[src/hdl/tfc_pkg.sv]
// shared types and constants for the typeahead fifo with flow control
package tfc_pkg;

  localparam int FifoDepth = 32;
  localparam int NumChan   = 2;
  localparam int PtrW      = $clog2(FifoDepth);
  localparam int CntW      = $clog2(FifoDepth + 1);
  localparam int KeyW      = 32;
  localparam int FuncW     = 2;
  localparam int ChanW     = 1;

  typedef enum logic [FuncW-1:0] {
    FuncKey    = 2'd0,
    FuncRead   = 2'd1,
    FuncStatus = 2'd2
  } func_e;

  localparam logic [7:0] CharCtrlC = 8'h03;
  localparam logic [7:0] CharCtrlQ = 8'h11;
  localparam logic [7:0] CharCtrlS = 8'h13;
  localparam logic [7:0] CharCtrlX = 8'h18;

  // request from the channel control to the key store
  typedef struct packed {
    logic             we;
    logic             re;
    logic [ChanW-1:0] ch;
    logic [PtrW-1:0]  waddr;
    logic [PtrW-1:0]  raddr;
    logic [KeyW-1:0]  wdata;
  } ram_req_t;

  // per-word status flags
  typedef struct packed {
    logic read_valid;
    logic keys_pending;
    logic bell;
    logic abort_request;
    logic output_stopped;
  } res_flags_t;

endpackage

[src/hdl/typeahead_fifo_flow_control.sv]
// top level of the two-channel keyboard typeahead fifo with xon/xoff control
//
// Each accepted word yields exactly one result word in the cycle after its
// acceptance: the channel state (pointers, fill count, stop flag) and
// the key store update at the edge that accepts the word, and the key
// store's registered read port captures read_data at that same edge. A new
// word is accepted every cycle while the result register is empty or
// being drained; a stalled result holds the input off. Each channel keeps
// up to 32 key words; the store needs no clearing after reset since only
// counted entries are ever read.
module typeahead_fifo_flow_control (
  input  logic                      clk_i,
  input  logic                      rst_ni,
  // input words
  input  logic                      in_valid_i,
  output logic                      in_ready_o,
  input  logic [tfc_pkg::FuncW-1:0] func_i,
  input  logic [tfc_pkg::ChanW-1:0] channel_i,
  input  logic [tfc_pkg::KeyW-1:0]  key_code_i,
  // result words
  output logic                      out_valid_o,
  input  logic                      out_ready_i,
  output logic [tfc_pkg::KeyW-1:0]  read_data_o,
  output logic                      read_valid_o,
  output logic                      keys_pending_o,
  output logic                      bell_o,
  output logic                      abort_request_o,
  output logic                      output_stopped_o
);
  import tfc_pkg::*;

  logic            accept;
  logic            out_valid_q, out_valid_d;
  res_flags_t      flags_d, flags_q;
  ram_req_t        ram_req;
  logic [KeyW-1:0] rdata;

  // result register may take a new word when empty or being emptied
  assign in_ready_o = !out_valid_q || out_ready_i;
  assign accept     = in_valid_i && in_ready_o;

  // decode and per-channel state
  tfc_ctrl u_ctrl (
    .clk_i      (clk_i),
    .rst_ni     (rst_ni),
    .accept_i   (accept),
    .func_i     (func_i),
    .channel_i  (channel_i),
    .key_code_i (key_code_i),
    .ram_req_o  (ram_req),
    .flags_o    (flags_d)
  );

  // key store, read data lands alongside the result flags
  tfc_key_ram u_key_ram (
    .clk_i   (clk_i),
    .req_i   (ram_req),
    .rdata_o (rdata)
  );

  always_comb begin
    out_valid_d = out_valid_q;
    if (accept) out_valid_d = 1'b1;
    else if (out_ready_i) out_valid_d = 1'b0;
  end

  always_ff @(posedge clk_i or negedge rst_ni) begin
    if (!rst_ni) begin
      out_valid_q <= 1'b0;
    end else begin
      out_valid_q <= out_valid_d;
    end
  end

  // result flags, no reset needed
  always_ff @(posedge clk_i) begin
    if (accept) begin
      flags_q <= flags_d;
    end
  end

  // read data only reported on a successful read, zero otherwise
  assign out_valid_o      = out_valid_q;
  assign read_data_o      = flags_q.read_valid ? rdata : '0;
  assign read_valid_o     = flags_q.read_valid;
  assign keys_pending_o   = flags_q.keys_pending;
  assign bell_o           = flags_q.bell;
  assign abort_request_o  = flags_q.abort_request;
  assign output_stopped_o = flags_q.output_stopped;

endmodule

[src/hdl/tfc_key_ram.sv]
// key store memory for both channels, one write and one registered read port
module tfc_key_ram (
  input  logic                    clk_i,
  input  tfc_pkg::ram_req_t       req_i,
  output logic [tfc_pkg::KeyW-1:0] rdata_o
);
  import tfc_pkg::*;

  logic [KeyW-1:0] mem_q [NumChan][FifoDepth];
  logic [KeyW-1:0] rdata_q;

  always_ff @(posedge clk_i) begin
    if (req_i.we) begin
      mem_q[req_i.ch][req_i.waddr] <= req_i.wdata;
    end
    if (req_i.re) begin
      rdata_q <= mem_q[req_i.ch][req_i.raddr];
    end
  end

  assign rdata_o = rdata_q;

endmodule

[src/hdl/tfc_ctrl.sv]
// per-channel pointers, fill counts and stop flags with key decode
module tfc_ctrl (
  input  logic                      clk_i,
  input  logic                      rst_ni,
  input  logic                      accept_i,
  input  logic [tfc_pkg::FuncW-1:0] func_i,
  input  logic [tfc_pkg::ChanW-1:0] channel_i,
  input  logic [tfc_pkg::KeyW-1:0]  key_code_i,
  output tfc_pkg::ram_req_t         ram_req_o,
  output tfc_pkg::res_flags_t       flags_o
);
  import tfc_pkg::*;

  function automatic logic [PtrW-1:0] ptr_next(input logic [PtrW-1:0] p);
    logic [PtrW-1:0] r;
    if (p == PtrW'(FifoDepth - 1)) r = '0;
    else r = p + 1'b1;
    return r;
  endfunction

  logic [PtrW-1:0] wp_q  [NumChan];
  logic [PtrW-1:0] rp_q  [NumChan];
  logic [CntW-1:0] cnt_q [NumChan];
  logic            stop_q [NumChan];

  logic [PtrW-1:0] wp_d, rp_d;
  logic [CntW-1:0] cnt_d;
  logic            stop_d;
  logic [PtrW-1:0] base_wp;
  logic [CntW-1:0] base_cnt;
  logic [7:0]      chr;
  logic            push, pop, bell, abort_req;
  func_e           func;

  assign chr  = key_code_i[7:0];
  assign func = func_e'(func_i);

  always_comb begin
    wp_d      = wp_q[channel_i];
    rp_d      = rp_q[channel_i];
    cnt_d     = cnt_q[channel_i];
    stop_d    = stop_q[channel_i];
    base_wp   = wp_q[channel_i];
    base_cnt  = cnt_q[channel_i];
    push      = 1'b0;
    pop       = 1'b0;
    bell      = 1'b0;
    abort_req = 1'b0;
    unique case (func)
      FuncKey: begin
        if (chr == CharCtrlC) begin
          wp_d      = '0;
          rp_d      = '0;
          cnt_d     = '0;
          stop_d    = 1'b0;
          abort_req = 1'b1;
        end else if (chr == CharCtrlS) begin
          stop_d = 1'b1;
        end else if (chr == CharCtrlQ) begin
          stop_d = 1'b0;
        end else begin
          // ctrl-x empties the channel, then is stored like any key
          if (chr == CharCtrlX) begin
            base_wp  = '0;
            base_cnt = '0;
            rp_d     = '0;
          end
          wp_d  = base_wp;
          cnt_d = base_cnt;
          if (base_cnt >= CntW'(FifoDepth)) begin
            bell = 1'b1;
          end else begin
            push  = 1'b1;
            wp_d  = ptr_next(base_wp);
            cnt_d = base_cnt + 1'b1;
          end
        end
      end
      FuncRead: begin
        if (!stop_q[channel_i] && cnt_q[channel_i] != '0) begin
          pop   = 1'b1;
          cnt_d = cnt_q[channel_i] - 1'b1;
          if (cnt_d == '0) begin
            wp_d = '0;
            rp_d = '0;
          end else begin
            rp_d = ptr_next(rp_q[channel_i]);
          end
        end
      end
      default: begin
      end
    endcase
  end

  always_ff @(posedge clk_i or negedge rst_ni) begin
    if (!rst_ni) begin
      for (int i = 0; i < NumChan; i++) begin
        wp_q[i]   <= '0;
        rp_q[i]   <= '0;
        cnt_q[i]  <= '0;
        stop_q[i] <= 1'b0;
      end
    end else if (accept_i) begin
      wp_q[channel_i]   <= wp_d;
      rp_q[channel_i]   <= rp_d;
      cnt_q[channel_i]  <= cnt_d;
      stop_q[channel_i] <= stop_d;
    end
  end

  always_comb begin
    ram_req_o.we    = accept_i && push;
    ram_req_o.re    = accept_i && pop;
    ram_req_o.ch    = channel_i;
    ram_req_o.waddr = base_wp;
    ram_req_o.raddr = rp_q[channel_i];
    ram_req_o.wdata = key_code_i;
  end

  always_comb begin
    flags_o.read_valid     = pop;
    flags_o.keys_pending   = (cnt_d != '0);
    flags_o.bell           = bell;
    flags_o.abort_request  = abort_req;
    flags_o.output_stopped = stop_d;
  end

endmodule

[config.mk]
export PLATFORM = sky130hd
export DESIGN_NAME = typeahead_fifo_flow_control
export DESIGN_NICKNAME = d
export VERILOG_FILES = /design/src/hdl/tfc_pkg.sv /design/src/hdl/typeahead_fifo_flow_control.sv /design/src/hdl/tfc_key_ram.sv /design/src/hdl/tfc_ctrl.sv
export SDC_FILE = /design/constraint.sdc
export NUM_CORES = 2
export LEC_CHECK = 0
export BUFFER_PORTS_ARGS = -buffer_cell sky130_fd_sc_hd__buf_4
export CAP_MARGIN = 20
export CORE_MARGIN = 2
export CORE_UTILIZATION = 60
export DETAILED_ROUTE_END_ITERATION = 7
export PLACE_DENSITY = 0.76
export SETUP_SLACK_MARGIN = 0.02
export SLEW_MARGIN = 20
export SYNTH_ARGS = -nofsm -noshare
export SYNTH_HDL_FRONTEND = slang
export SYNTH_HIERARCHICAL = 1
export SYNTH_SLANG_ARGS = --single-unit
[constraint.sdc]
create_clock -name clk_i -period 4.5 [get_ports clk_i]
set_input_delay 0.225 -clock clk_i [delete_from_list [all_inputs] [get_ports clk_i]]
set_output_delay 0.225 -clock clk_i [all_outputs]
set_load 0.01 [all_outputs]
==> results by group <==
Outcome
  • Outcome: finished with violations
  • Violated checks: negative hold slack

Synth
  • Number of register bits inferred by synthesis: ~2,100
  • Cell taking the most area after synthesis: sky130_fd_sc_hd__edfxtp_1
  • Fraction of synthesis flops using an asynchronous set or reset pin: 1.65%
  • Number of distinct library cells after synthesis: 77
  • List of most frequent post-synthesis cells: sky130_fd_sc_hd__edfxtp_1, sky130_fd_sc_hd__mux4_2, sky130_fd_sc_hd__nor2_1, sky130_fd_sc_hd__o22ai_1, sky130_fd_sc_hd__clkbuf_1
  • Most common cell in the synthesized netlist: sky130_fd_sc_hd__edfxtp_1
  • Portion of synthesized cell area occupied by the leading cell type: 76.4%
  • Yosys synthesis warning count: 6
  • Syn Nets: roughly 3,700
  • Syn Std Cell Area: between 0.08 and 0.09 mm2
  • Synth area leaders: sky130_fd_sc_hd__edfxtp_1, sky130_fd_sc_hd__mux4_2, sky130_fd_sc_hd__dfrtp_1
  • Cell count after synthesis: 3,701
  • Prevailing post-synth register cell: sky130_fd_sc_hd__edfxtp_1
  • Per-instance average area after synthesis: 22.1 um2
  • Number of enable flip-flop cells after synthesis: 2,085
  • Sequential cell area fraction in the yosys report: 77.5%

Worst setup path
  • Classification of the worst setup path: reg2reg
  • Type of destination of the critical path: flip-flop
  • Critical Path, Cell by Cell: mux2i_1 > ha_1 > nor4bb_1 > o22ai_1 > o2111ai_1 > mux2_2 > a221oi_2 > dlygate4sd3_1 > nand4_1
  • Crit path launch type: flip-flop
  • Kind of cell with the highest combined delay on the critical path: multiplexers
  • CP bufs+invs: 1
  • CP max-delay cell: sky130_fd_sc_hd__dlygate4sd3_1
  • Critical Path AT: 4.26 ns
  • CP Data Required Time: 5.05 ns
  • Delay contributed by the slowest stage of the critical path: 0.63 ns
  • CP max FO: 11

CTS
  • Level count of the clock H-tree: 4
  • Total clock buffers created by CTS: 197
  • CTS Buffer Depth: 3
  • CTS root buf: sky130_fd_sc_hd__clkbuf_16
  • CTS sink cnt: around 2,100
  • Clock tree from TritonCTS: built
  • Post-cts resize count: 0
  • Clock Latency Late Sink: 0.85 ns
  • Clock Pin Slew Worst Setup and Hold Paths: roughly 0.070 ns

Floorplan
  • Die footprint: 0.139 mm2
  • Starting density of the core: 60.5%
  • Row count: 135
  • Number of placed I/O pins: 78
  • Core region area: 0.135 mm2
  • Die Wd: between 300 and 400 um
  • Die Y: 373 um

Pwr
  • Net switching fraction of the power: about 27%
  • PD cells: 504 mW/mm2
  • Internal power: 34,100 uW
  • Switch Pwr: between 10,000 and 15,000 uW
  • Proportion of power drawn by the clock network: between 30% and 40%
  • Combinational group share of total power: between 10% and 20%
  • Leakage component of the power: 0.0289 uW
  • Sequential share of power: about 47%
  • Worst supply voltage drop on vdd: 353 uV
  • Final total power: about 47,000 uW

Route
  • Drt via density: 7.01
  • First-pass detailed-route iteration total: 6
  • Number of design rule violations left after detail routing: 0
  • Routed WL: 204,000 um
  • Routed len/inst: 34.6 um
  • Iter 0 DRT Violations: around 6,400
  • Via count: 41,278
  • Antenna Violating Nets Remaining: 0

Layout
  • Syn-to-layout area delta: 13.1%
  • Share of layout cells above drive strength 1: 28.7%
  • # nets final: 3,988

STA
  • Top achievable clock speed: 0.270 GHz
  • Count of pins over their slew limit: 0
  • Final critical-path required period: 3.70 ns
  • Final setup TNS: 0 ns
  • Max Clock Skew: about 0.043 ns
  • Setup-failing EPs final: 0
  • Unrepaired setup endpoints after global routing: false
  • Final worst-path cycle share: slightly above 80%
  • Worst hold slack across all endpoints: -0.00277 ns
  • Worst-case headroom to the max-slew limit: 27.7%
  • Tightest Pin Transition: 1.09 ns
  • Hold violation count in the final report: 3

Placement
  • Routability cong.: 0.894
  • Total half-perimeter wirelength after legalization and detailed placement: 112,000 um
  • Total of buffers placed on input and output ports: 77

Global route
  • GRT Util Overall: 29.5%
  • Via count of the first global-routing pass: 40,528
  • GRT Residual Overflow: 0
  • Maximum number of pins on one net before global-route repair: 90
  • Antenna violations before repair: 7
  • Wire length of the first global-routing pass: 292,000 um

Flow run
  • Number of max-cap violations: 0

Min path
  • Class of the tightest hold or removal check: in2reg
-- timing repair --
action                                 in CTS  in global routing
hold buffers                               30                  0
endpoints found under the hold margin     497                  0
setup buffers                               0                  0
-- power by group through the flow --
stage | Sequential, uW | Clock [uW] | Combinational (uW)
finish | 22100 | 16100 | 8550
global route | 22100 | 17000 | 8870
CTS | 22100 | 16300 | 8360
detailed placement | 22500 | 0 | 8210
global placement | 22500 | 0 | 8130
floorplan | 22400 | 0 | 5070
-- layer usage --
layer	global-route usage (%)	vias up	wire (um)
met1	43.3	21792	76000
met5	0	-	34
met4	10.2	4	7060
met3	7.78	336	26200
li1	-	16194	-
met2	43.9	2952	94300
-- cell families after synthesis --
kind of cell / Yosys count / share of synthesized area, %
AO/OA/AOI/OAI: 394 / 3.52
adder cells (fa/ha/maj): 9 / 0.137
multiplexers: 578 / 14.9
AND/OR/NAND/NOR: 350 / 2.18
XOR/XNOR: 2 / 0.0214
buffers and inverters: 248 / 1.72
flip-flops: 2120 / 77.5
-- path summary, 6_finish.rpt --
path	start	endpoint	slack, ns	cells past startpoint
max	u_ctrl/cnt_q[0]$_DFFE_PN0P_	keys_pending_o$_DFFE_PP_	0.80	9
min	key_code_i[20]	u_key_ram/mem_q[0][244]$_DFFE_PP_	-0.003	1
max reg2reg	u_ctrl/cnt_q[0]$_DFFE_PN0P_	keys_pending_o$_DFFE_PP_	0.80	9
min reg2reg	u_ctrl/rp_q[7]$_DFFE_PN0P_	u_ctrl/rp_q[7]$_DFFE_PN0P_	0.48	2
max in group asynchronous	rst_ni	u_ctrl/rp_q[7]$_DFFE_PN0P_	3.87	4
min in group asynchronous	rst_ni	u_ctrl/cnt_q[9]$_DFFE_PN0P_	0.43	4
-- through the flow --
step | std cells | hold WS, ns | instance area, um2 | util [%] | setup slack [ns]
3_3_place_gp | 5489 | 0.209 | 86000 | 63.5 | 0.737
4_1_cts | 5882 | 0.00251 | 92600 | 68.4 | 0.846
5_1_grt | 5884 | 0.00632 | 92600 | 68.4 | 0.536
2_1_floorplan | 3701 | -0.0706 | 81900 | - | 0.125
3_5_place_dp | 5490 | 0.216 | 86100 | 63.5 | 0.708
6_report | 5887 | -0.00277 | 92600 | 68.4 | 0.795
-- layout make-up --
| cell class | count | area (um2) |
|---|---|---|
| flip-flops and latches | 2120 | 63500 |
| fillers | 7924 | 42800 |
| multi-input cells | 1333 | 17500 |
| clock buffers | 241 | 5140 |
| repair buffers | 282 | 3140 |
| well taps | 1781 | 2230 |
| clock inverters | 121 | 1080 |
| inverters | 6 | 22.5 |
| diodes | 3 | 7.51 |
-- state kept, by name (all words and copies together), names as in the netlist --
signal	flops
u_ctrl/stop_q	2
bell_o	1
out_valid_o	1
keys_pending_o	1
u_ctrl/rp_q	10
u_key_ram/mem_q	2048
u_key_ram/rdata_o	32
read_valid_o	1
u_ctrl/cnt_q	12
output_stopped_o	1
u_ctrl/wp_q	10
abort_request_o	1
-- placed cells by master (no fill, tap or decap), types with 49 or more instances in the layout --
cell                        Yosys  layout
sky130_fd_sc_hd__mux2i_1       51      51
sky130_fd_sc_hd__nor2_4         0      65
sky130_fd_sc_hd__edfxtp_1    2085    2085
sky130_fd_sc_hd__o22ai_1       81      81
sky130_fd_sc_hd__a21oi_1       61      61
sky130_fd_sc_hd__nand2_1       65      65
sky130_fd_sc_hd__mux4_2       512     512
sky130_fd_sc_hd__nor2_1       140      75
sky130_fd_sc_hd__clkbuf_16      0     199
sky130_fd_sc_hd__buf_4         67     177
sky130_fd_sc_hd__buf_12         0      75
sky130_fd_sc_hd__clkinv_1       0      49
sky130_fd_sc_hd__a221oi_1      63      63
Note: power is estimated with default switching activity, not from simulation.
